File: src/design/assert_macros.svh
// Assertion helpers used by ordered_list_engine to check its own logic.
`ifndef ASSERT_MACROS_SVH
`define ASSERT_MACROS_SVH

// Checks a property at every rising edge of clk while rst_n is high.
`define OLE_ASSERT(label, prop, msg) \
  label: assert property (@(posedge clk) disable iff (!rst_n) prop) else $error(msg);

// Checks a property at every rising edge of clk, reset included.
`define OLE_ASSERT_ALWAYS(label, prop, msg) \
  label: assert property (@(posedge clk) prop) else $error(msg);

`endif

File: src/design/ole_pkg.sv
package ole_pkg;

  // Default capacity of the list and the most entries one list command shows.
  localparam int OLE_CAPACITY = 16;
  localparam int LIST_LIMIT   = 16;

  // Command codes carried in the input item.
  localparam logic [2:0] ACT_FRONT = 3'd0;
  localparam logic [2:0] ACT_BACK  = 3'd1;
  localparam logic [2:0] ACT_AT    = 3'd2;
  localparam logic [2:0] ACT_DEL   = 3'd3;
  localparam logic [2:0] ACT_LIST  = 3'd4;

  // Result status codes.
  typedef enum logic [2:0] {
    ST_OK       = 3'd0,
    ST_FULL     = 3'd1,
    ST_INVALID  = 3'd2,
    ST_RANGE    = 3'd3,
    ST_EMPTY    = 3'd4,
    ST_NOTFOUND = 3'd5
  } ole_status_t;

  // Commands from the controller to the datapath.
  typedef struct packed {
    logic load;
    logic exec;
    logic list_step;
  } ole_cmd_t;

  // Status from the datapath to the controller.
  typedef struct packed {
    logic no_result;
    logic list_go;
    logic list_done;
    logic out_free;
  } ole_sts_t;

endpackage

File: src/design/ordered_list_engine.sv
// Ordered list engine: keeps up to CAPACITY signed 32-bit values in order.
// Commands enter on the in_ stream; action travels in in_tuser and the value
// and 1-based position in in_tdata. Results leave on the out_ stream, one per
// command, or one per listed entry for a list command, with out_tlast on the
// final result of each command and the result status in out_tuser.
// Insert, delete and empty-list commands: the item is taken, and then, once
// the output register is free, the entry registers shift and the result is
// registered. In a list command the entry registers rotate by one slot per
// cycle while the output register is free, and the front slot is shown at
// each step. Commands 5 to 7 give no result.
// One command is worked on at a time; the next is taken once the last result
// of the current one sits in the output register.
// A stalled receiver holds the output register, and the list rotation waits.
// Reset empties the list and drops any result not yet taken; no clearing pass
// is needed and an item can be taken in the first cycle after reset.
module ordered_list_engine #(
  parameter int CAPACITY = ole_pkg::OLE_CAPACITY
) (
  input  logic        clk,
  input  logic        rst_n,
  input  logic        in_tvalid,
  output logic        in_tready,
  input  logic [39:0] in_tdata,   // value_in[31:0], position[38:32], zero fill
  input  logic [2:0]  in_tuser,   // action[2:0]
  output logic        out_tvalid,
  input  logic        out_tready,
  output logic [47:0] out_tdata,  // item_value[31:0], item_position[36:32],
                                  // length[41:37], zero fill
  output logic [2:0]  out_tuser,  // status[2:0]
  output logic        out_tlast
);
  import ole_pkg::*;

  ole_cmd_t           cmd;
  ole_sts_t           sts;
  ole_status_t        status;
  logic signed [31:0] item_value;
  logic [4:0]         item_position;
  logic [4:0]         length;

  ole_ctrl u_ctrl (
    .clk       (clk),
    .rst_n     (rst_n),
    .in_tvalid (in_tvalid),
    .in_tready (in_tready),
    .sts       (sts),
    .cmd       (cmd)
  );

  ole_dp #(
    .CAPACITY (CAPACITY)
  ) u_dp (
    .clk           (clk),
    .rst_n         (rst_n),
    .action        (in_tuser),
    .value_in      (in_tdata[31:0]),
    .position      (in_tdata[38:32]),
    .cmd           (cmd),
    .sts           (sts),
    .out_valid     (out_tvalid),
    .out_ready     (out_tready),
    .status        (status),
    .item_value    (item_value),
    .item_position (item_position),
    .last          (out_tlast),
    .length        (length)
  );

  assign out_tdata = {6'd0, length, item_position, item_value};
  assign out_tuser = status;

`include "assert_macros.svh"

  // Only one command pulse at a time.
  `OLE_ASSERT_ALWAYS(a_one_cmd, $onehot0({cmd.load, cmd.exec, cmd.list_step}), "two commands at once")
  // A taken item closes the input until its work is done.
  `OLE_ASSERT(a_one_item, (in_tvalid && in_tready) |=> !in_tready, "second item taken while busy")
  // A result is only written into a free output register.
  `OLE_ASSERT(a_out_free, (cmd.exec || cmd.list_step) |-> sts.out_free, "result overwrote a waiting one")
  // A listed entry other than the last always carries a nonzero position.
  `OLE_ASSERT(a_list_pos, (out_tvalid && !out_tlast) |-> (out_tdata[36:32] != 5'd0), "listed entry without position")

endmodule

File: src/design/ole_ctrl.sv
module ole_ctrl (
  input  logic              clk,
  input  logic              rst_n,
  input  logic              in_tvalid,
  output logic              in_tready,
  input  ole_pkg::ole_sts_t sts,
  output ole_pkg::ole_cmd_t cmd
);
  import ole_pkg::*;

  typedef enum logic [2:0] {
    S_IDLE = 3'b001,
    S_EXEC = 3'b010,
    S_LIST = 3'b100
  } state_t;

  state_t state_r, state_nxt;

  assign in_tready = (state_r == S_IDLE);

  // Next state and command pulses.
  always_comb begin
    state_nxt     = state_r;
    cmd.load      = 1'b0;
    cmd.exec      = 1'b0;
    cmd.list_step = 1'b0;
    unique case (state_r)
      S_IDLE: begin
        if (in_tvalid) begin
          cmd.load  = 1'b1;
          state_nxt = S_EXEC;
        end
      end
      S_EXEC: begin
        if (sts.no_result) begin
          state_nxt = S_IDLE;
        end else if (sts.list_go) begin
          state_nxt = S_LIST;
        end else if (sts.out_free) begin
          cmd.exec  = 1'b1;
          state_nxt = S_IDLE;
        end
      end
      S_LIST: begin
        if (sts.out_free) begin
          cmd.list_step = 1'b1;
          if (sts.list_done) begin
            state_nxt = S_IDLE;
          end
        end
      end
      default: state_nxt = S_IDLE;
    endcase
  end

  // State register.
  always_ff @(posedge clk) begin
    if (!rst_n) begin
      state_r <= S_IDLE;
    end else begin
      state_r <= state_nxt;
    end
  end

endmodule

File: src/design/ole_dp.sv
module ole_dp #(
  parameter int CAPACITY = ole_pkg::OLE_CAPACITY
) (
  input  logic                clk,
  input  logic                rst_n,
  input  logic [2:0]          action,
  input  logic signed [31:0]  value_in,
  input  logic [6:0]          position,
  input  ole_pkg::ole_cmd_t   cmd,
  output ole_pkg::ole_sts_t   sts,
  output logic                out_valid,
  input  logic                out_ready,
  output ole_pkg::ole_status_t status,
  output logic signed [31:0]  item_value,
  output logic [4:0]          item_position,
  output logic                last,
  output logic [4:0]          length
);
  import ole_pkg::*;

  localparam int CW = $clog2(CAPACITY + 1);
  localparam int XW = 8;

  // Stored command and list state.
  logic [2:0]         act_r;
  logic signed [31:0] val_r;
  logic [6:0]         pos_r;
  logic [CW-1:0]      cnt_r, cnt_nxt;
  logic [CW-1:0]      idx_r, idx_nxt;
  logic [31:0]        ent_r   [CAPACITY];
  logic [31:0]        ent_nxt [CAPACITY];

  // Output register.
  logic               out_valid_r, out_valid_nxt;
  ole_status_t        st_r, st_nxt;
  logic signed [31:0] oval_r, oval_nxt;
  logic [4:0]         opos_r, opos_nxt;
  logic               olast_r, olast_nxt;
  logic [4:0]         olen_r, olen_nxt;
  logic               emit;

  logic [XW-1:0]       cnt_x, idx_x, ins_idx, pos_x, list_n;
  logic                full;
  ole_status_t         ins_st;
  logic [CAPACITY-1:0] match, lower, ge;

  assign cnt_x = XW'(cnt_r);
  assign idx_x = XW'(idx_r);
  assign pos_x = XW'(pos_r);
  assign full  = (cnt_x >= XW'(CAPACITY));
  assign list_n = (cnt_x < XW'(LIST_LIMIT)) ? cnt_x : XW'(LIST_LIMIT);

  // Insert slot and insert status.
  always_comb begin
    case (act_r)
      ACT_FRONT: ins_idx = '0;
      ACT_BACK:  ins_idx = cnt_x;
      default:   ins_idx = pos_x - XW'(1);
    endcase
    if (act_r == ACT_AT && pos_r == '0) begin
      ins_st = ST_INVALID;
    end else if (act_r == ACT_AT && pos_x > cnt_x + XW'(1)) begin
      ins_st = ST_RANGE;
    end else if (full) begin
      ins_st = ST_FULL;
    end else begin
      ins_st = ST_OK;
    end
  end

  // Delete search: mark the first matching slot and every slot behind it.
  always_comb begin
    for (int j = 0; j < CAPACITY; j++) begin
      match[j] = (XW'(j) < cnt_x) && (ent_r[j] == val_r);
    end
    lower = match ^ (match - CAPACITY'(1));
    ge    = ~(lower >> 1);
  end

  assign sts.no_result = (act_r > ACT_LIST);
  assign sts.list_go   = (act_r == ACT_LIST) && (cnt_r != '0);
  assign sts.list_done = (idx_x + XW'(1) == cnt_x);
  assign sts.out_free  = !out_valid_r || out_ready;

  // Entry shifting, count update and result forming.
  always_comb begin
    ent_nxt   = ent_r;
    cnt_nxt   = cnt_r;
    idx_nxt   = idx_r;
    emit      = 1'b0;
    st_nxt    = ST_OK;
    oval_nxt  = '0;
    opos_nxt  = '0;
    olast_nxt = 1'b1;
    if (cmd.load) begin
      idx_nxt = '0;
    end
    if (cmd.exec) begin
      emit = 1'b1;
      case (act_r) inside
        ACT_FRONT, ACT_BACK, ACT_AT: begin
          st_nxt = ins_st;
          if (ins_st == ST_OK) begin
            for (int j = 1; j < CAPACITY; j++) begin
              if (XW'(j) > ins_idx) begin
                ent_nxt[j] = ent_r[j-1];
              end
            end
            for (int j = 0; j < CAPACITY; j++) begin
              if (XW'(j) == ins_idx) begin
                ent_nxt[j] = val_r;
              end
            end
            cnt_nxt = cnt_r + CW'(1);
          end
        end
        ACT_DEL: begin
          if (cnt_r == '0) begin
            st_nxt = ST_EMPTY;
          end else if (match == '0) begin
            st_nxt = ST_NOTFOUND;
          end else begin
            for (int j = 0; j < CAPACITY - 1; j++) begin
              if (ge[j]) begin
                ent_nxt[j] = ent_r[j+1];
              end
            end
            cnt_nxt = cnt_r - CW'(1);
          end
        end
        default: st_nxt = ST_EMPTY;
      endcase
    end
    if (cmd.list_step) begin
      // Rotate the stored entries by one so the front slot is the next one shown.
      for (int j = 0; j < CAPACITY - 1; j++) begin
        if (XW'(j) + XW'(1) < cnt_x) begin
          ent_nxt[j] = ent_r[j+1];
        end
      end
      for (int j = 0; j < CAPACITY; j++) begin
        if (XW'(j) + XW'(1) == cnt_x) begin
          ent_nxt[j] = ent_r[0];
        end
      end
      idx_nxt   = idx_r + CW'(1);
      emit      = (idx_x < XW'(LIST_LIMIT));
      oval_nxt  = ent_r[0];
      opos_nxt  = 5'(idx_x + XW'(1));
      olast_nxt = (idx_x + XW'(1) == list_n);
    end
    olen_nxt      = 5'(cnt_nxt);
    out_valid_nxt = emit ? 1'b1 : (out_ready ? 1'b0 : out_valid_r);
  end

  // Control registers.
  always_ff @(posedge clk) begin
    if (!rst_n) begin
      cnt_r       <= '0;
      idx_r       <= '0;
      out_valid_r <= 1'b0;
    end else begin
      cnt_r       <= cnt_nxt;
      idx_r       <= idx_nxt;
      out_valid_r <= out_valid_nxt;
    end
  end

  // Payload registers.
  always_ff @(posedge clk) begin
    if (cmd.load) begin
      act_r <= action;
      val_r <= value_in;
      pos_r <= position;
    end
    ent_r <= ent_nxt;
    if (emit) begin
      st_r    <= st_nxt;
      oval_r  <= oval_nxt;
      opos_r  <= opos_nxt;
      olast_r <= olast_nxt;
      olen_r  <= olen_nxt;
    end
  end

  assign out_valid     = out_valid_r;
  assign status        = st_r;
  assign item_value    = oval_r;
  assign item_position = opos_r;
  assign last          = olast_r;
  assign length        = olen_r;

endmodule

File: config.mk
export PLATFORM = sky130hd
export DESIGN_NAME = ordered_list_engine
export DESIGN_NICKNAME = d
export VERILOG_FILES = /design/src/design/ole_pkg.sv /design/src/design/ordered_list_engine.sv /design/src/design/ole_ctrl.sv /design/src/design/ole_dp.sv
export VERILOG_INCLUDE_DIRS = /design/src /design/src/design
export SDC_FILE = /design/constraint.sdc
export NUM_CORES = 2
export LEC_CHECK = 0
export BUFFER_PORTS_ARGS = -buffer_cell sky130_fd_sc_hd__clkbuf_2
export CORE_ASPECT_RATIO = 0.7
export CORE_MARGIN = 1
export CORE_UTILIZATION = 40
export CTS_CLUSTER_DIAMETER = 200
export DETAILED_ROUTE_END_ITERATION = 7
export PLACE_DENSITY = 0.57
export SKIP_LAST_GASP = 1
export SLEW_MARGIN = 25
export SYNTH_ARGS = -nofsm -noshare
export SYNTH_HDL_FRONTEND = slang
export SYNTH_SLANG_ARGS = --single-unit
File: constraint.sdc
create_clock -name clk -period 7.52 [get_ports clk]
set_input_delay 0.376 -clock clk [delete_from_list [all_inputs] [get_ports clk]]
set_output_delay 0.376 -clock clk [all_outputs]
set_load 0.02 [all_outputs]
== After elaboration in Yosys (flattened, before gate mapping) ==
Cells that the tools add are included.

* Flip-flop bits (word level): 614
* Latch bits: 0
* Bits in writable memories: 0
* ROM bits: 0
* Output and inout bits: 54
* Word-level logic and storage cells: 286
* Memories kept: 0

* Add/subtract/negate cells: 7
* $mul: 0
* Divide/modulo/power cells: 0
* Order comparisons: 36
* Equal/unequal tests: 61
* Shift operators: 0
* Multiplexer cells: 120
* Bitwise logic cells: 2
* Reductions and logical operators: 32

{| class="wikitable"
|+ Operators with widths
! operator !! count
|-
| 32-bit 2-to-1 mux || 78
|-
| 480-bit 2-to-1 mux || 4
|-
| 512-bit 2-to-1 mux || 3
|-
| 32-bit == test || 16
|-
| 4-bit by 8-bit == test with 1-bit output (first input constant) || 8
|-
| 4-bit by 8-bit greater-than comparator with 1-bit output (first input constant) || 8
|-
| 5-bit 2-to-1 mux || 9
|-
| 4-bit by 5-bit == test with 1-bit output (first input constant) || 8
|-
| 4-bit by 5-bit < comparator with 1-bit output (first input constant) || 8
|-
| 3-bit by 8-bit == test with 1-bit output (first input constant) || 4
|-
| 3-bit by 8-bit greater-than comparator with 1-bit output (first input constant) || 4
|-
| 3-bit 2-to-1 mux || 10
|-
| 3-bit by 5-bit == test with 1-bit output (first input constant) || 4
|-
| 3-bit by 5-bit < comparator with 1-bit output (first input constant) || 4
|-
| 1-bit logical AND || 19
|-
| 2-bit by 8-bit == test with 1-bit output (first input constant) || 2
|-
| 2-bit by 8-bit greater-than comparator with 1-bit output (first input constant) || 2
|-
| 16-bit zero test || 1
|-
| 8-bit case mux with 2 select lines || 1
|-
| 16-bit by 1-bit subtractor with 16-bit output (second input constant) || 1
|-
| 16-bit XOR || 1
|-
| 15-bit inverter || 1
|-
| 5-bit by 1-bit adder with 6-bit output (second input constant) || 2
|-
| 1-bit 2-to-1 mux || 12
|-
| 33 further kinds || 48
|}

== Depth between registers and ports, before layout ==
* Depth after elaboration: 14
* Depth in mapped cells: 20
* Depth with buffers taken out: 15

== Cells and area by module ==
Synthesis repeated with hierarchy kept, for this count alone.

* Cells, all modules: 6003
* Area, all modules: 46631.0 um^2

{| class="wikitable"
|+ By module, submodules not included
! module !! instances !! cells each !! area each (um^2) !! sequential area each (um^2)
|-
| ole_dp || 1 || 5973 || 46380.7 || 13432.9
|-
| ole_ctrl || 1 || 23 || 201.4 || 60.1
|-
| ordered_list_engine || 1 || 7 || 48.8 || 0.0
|}

== Worst setup path after synthesis ==
Ideal clock, no wire load.

* Path type: input to register
* Start: in out_tready
* End: reg u_dp.opos_r[0], in the netlist u_dp.item_position[0], enable pin
* Arrival: 4660 ps
* Slack: 2347 ps
* Cell stages on the path: 6
* Buffers on the path: 3
* Cell sequence: nand2b_1 > nand3_1 > clkbuf_1 > buf_1 > clkbuf_1 > o21ai_0

* Word-level cells in the longest chain between the ends: 7
* Elaborated cells on any way between the ends: 8
* Those cells by class: mux (7); reduce/logical (1)

{| class="wikitable"
|+ RTL lines
! element !! RTL line !! RTL
|-
| from (decl) || ordered_list_engine.sv:26 || <nowiki>input logic out_tready,</nowiki>
|-
| 1-bit logical OR (*) || ole_dp.sv:83 || <nowiki>assign sts.out_free = !out_valid_r || out_ready;</nowiki>
|-
| 1-bit 2-to-1 mux (*) || ole_ctrl.sv:39, ole_ctrl.sv:45 ||
|-
| 1-bit 2-to-1 mux || ole_ctrl.sv:37 || <nowiki>end else if (sts.list_go) begin</nowiki>
|-
| 1-bit 2-to-1 mux || ole_ctrl.sv:35 || <nowiki>if (sts.no_result) begin</nowiki>
|-
| 1-bit 2-to-1 mux || ole_ctrl.sv:27 || <nowiki>unique case (state_r)</nowiki>
|-
| 1-bit 2-to-1 mux || ole_dp.sv:98 || <nowiki>if (cmd.exec) begin</nowiki>
|-
| 1-bit 2-to-1 mux (*) || ole_dp.sv:134 || <nowiki>if (cmd.list_step) begin</nowiki>
|-
| via u_dp.emit || ole_dp.sv:40 || <nowiki>logic emit;</nowiki>
|-
| to (signal assigned) || ole_dp.sv:180 || <nowiki>opos_r <= opos_nxt;</nowiki>
|-
| to (decl) || ole_dp.sv:37 || <nowiki>logic [4:0] opos_r, opos_nxt;</nowiki>
|}

The timed path passes the listed nets; every way through them passes the cells marked *.
A chain may end at the register's enable or synchronous reset.

==> results.toml <==
[hold_path]
worstHoldStart = "in_tvalid"
min_path_cells = 2
hold_end = "u_ctrl.state_r[0]"
hp-class = "input pin to flop"

[clocking]
clkTransAtPathRegs_ps = 60
postCtsResizedCells = 0
cts_tree = "yes"
clock-root-buffer = "clkbuf_16"
htreeDepth = 3
cts_sinks = 614
clk_latency_ps = 680
clockBufferDepth = 3
cts_buffers = 69
cts_setup_buffers = 0

[synth]
ys_top_cells_by_count = "nand2_1, nor2_1, dfxtp_1"
ys_seq_elements = 614
syn_area_um2 = 44430
avgSynthCellArea_um2 = 7.725
yosysSeqAreaShare = 0.3037
synth_edf_count = 120
yosysWarnings = 0
synthTopCellsByArea = "dfxtp_1, edfxtp_1, xnor2_1"
synth.most_common_cell = "nand2_1"
synth_flop_cell = "dfxtp_1"
synth.top_cell.area_share = 0.2226
syn_inst = 5752
ys_types = 100
yosys.area.top_type = "dfxtp_1"
async_flop_share = 0

[critical_path]
worst-path-max-fanout = 46
reg2reg_to = "u_dp.ent_r[364]"
arrival_ps = 6960
worst_ep_required_time_ps = 8070
reg2reg_depth = 17
worstSetupPathType = "flop to flop"
reg2reg_from = "u_dp.cnt_r[1]"
end_kind = "flop"
ff2ff_setup_slack_ps = 1110
cp-start-kind = "flop"

[sta]
rsz0062_at_grt = "no"
fin_crit_ps = 6411
max_freq_ghz = 0.1560
fin_skew_ps = 32.10
relSlewSlack = 0.1656
slew_viol_final = 0
fin_crit_sh = 0.8525
tns_ps = 0
setup_violations = 0
worst_slack_ps = 1109
tightest_slew_ps = 1252
hold_viol_final = 0

[place]
gp_congestion = 1.050
dpl_worst_slack_ps = 1511
dpl.hpwl_um = 177400
dp.cells = 6902
place.port_buffers = 93

[grt]
antenna_found_initial = 21
track_usage = 0.4427
grt_pass1_vias = 44880
grt-ovfl-total = 0
grt_pass1_wl_um = 356800
grt_max_degree = 94

[power_and_ir_drop]
ir_worst_vdd_mv = 0.1593
power.total_mw = 10.92
power.density_nw_per_um2 = 223.0
leakage_nw = 17.13

[final_layout]
drive_gt1_frac = 0.1008
regArea_um2 = 13490
nets = 5636
layout.cells.non_filler = 7090
multi_input_area_um2 = 28400
final_util = 0.4478
fill_cells = 11040
syn2layout_area_growth_pct = 10.18

[detailed_routing]
finalWirelength_um = 261600
avgViaCountPerCell = 7.299
route.detailed.drc = 13
wl_per_cell_um = 36.90
first_pass_iters = 8
vias = 51750
postRouteAntennaNets = 0
drt_iter0_drc = 9892

[floorplan]
die_area_um2 = 112400
die_h_um = 280.8
start_util = 0.4065
fp.coreArea_um2 = 109300
std_cell_rows = 101
die_w_um = 400.4
io_pins = 101

[job]
drv_cap = 0

[run_status]
outcome = "finished, violations left"
violations = "design-rule violations"
==> how the worst max path moves through the flow <==
stage / end / slack (ps) / startpoint
2_1_floorplan: u_dp.item_position[0] / 2350 / out_tready
3_3_place_gp: u_dp.ent_r[366] / 1650 / u_dp.cnt_r[1]
3_5_place_dp: u_dp.ent_r[364] / 1510 / u_dp.cnt_r[1]
4_1_cts: u_dp.ent_r[364] / 1460 / u_dp.cnt_r[1]
5_1_grt: u_dp.ent_r[360] / 1130 / u_dp.cnt_r[1]
6_report: u_dp.ent_r[364] / 1110 / u_dp.cnt_r[1]
==> kinds of logic after synthesis <==
| logic type | after synthesis | share of synthesized area |
|---|---|---|
| AO/OA/AOI/OAI | 2064 | 0.3129 |
| AND/OR/NAND/NOR | 1724 | 0.1792 |
| buffers and inverters | 671 | 0.06513 |
| flip-flops | 614 | 0.3037 |
| XOR/XNOR | 524 | 0.1033 |
| multiplexers | 139 | 0.03154 |
| adder cells (fa/ha/maj) | 15 | 0.004224 |
| other | 1 | 0.00008440 |
==> worst max-delay path, stage by stage, from the launching register on <==
cell and delay [ps]:
dfxtp_1 1020, ha_1 450, and2_1 570, nand2_1 180, xnor2_1 250, ha_1 330, nand3_1 110, or4_1 500
o21bai_1 310, o21ai_1 100, buf_4 250, nor2_4 550, nand2_2 570, buf_4 480, o221a_2 330, o21ai_0 70
o21a_1 130, a21oi_1 40
==> routing by layer <==
| layer | GRT usage | share of wire |
|---|---|---|
| met1 | 0.5987 | 0.40 |
| met2 | 0.5291 | 0.35 |
| met3 | 0.2633 | 0.20 |
| met4 | 0.2219 | 0.055 |
| met5 | 0.02311 | 0.0030 |
==> per-stage QoR <==
| step | cell area, µm² | hold WS [ps] |
|---|---|---|
| floorplan | 44450 | 474.9 |
| global placement | 46060 | 509.5 |
| detailed placement | 46110 | 515.0 |
| CTS | 48860 | 4.516 |
| global route | 48910 | 35.60 |
| finish | 48950 | 27.48 |
==> area by class of cell <==
type	count	share of cell area
Multi-Input combinational cell	4472	0.5802
Sequential cell	614	0.2756
Timing Repair Buffer	369	0.05470
Clock buffer	101	0.04209
Tap cell	1442	0.03686
Clock inverter	21	0.005674
Inverter	48	0.003680
Antenna cell	23	0.001176
==> placed cells by master (no fill, tap or decap), drive strengths merged, types with 78 or more instances in the layout <==
cell and instances:
a21oi 480, a221o 120, a221oi 137, a22oi 209
a31oi 130, buf 234, clkbuf 194, dfxtp 494
edfxtp 120, mux2i 131, nand2 576, nand3 117
nand4 129, nor2 550, nor4 78, o21ai 410
o221ai 106, o22ai 157, xnor2 313, xor2 211
==> power by group <==
part,switching (mW),internal (mW)
sequential,0.824,3.72
combinational,1.71,0.918
clock,1.64,2.11
==> sequential cells by signal, summed over array words and instances, names as in the netlist, 5 cells and up <==
name                count
u_dp.pos_r              7
u_dp.item_value        32
u_dp.length             5
u_dp.idx_r              5
u_dp.cnt_r              5
u_dp.val_r             32
u_dp.item_position      5
u_dp.ent_r            512
==> repair_timing <==
| action | 4_1_cts | 5_1_grt |
|---|---|---|
| endpoints found under the setup margin | 0 | 0 |
| endpoints found under the hold margin | 42 | 0 |
| hold buffers | 42 | 0 |
No activity file was read; power rests on OpenSTA's default activity.
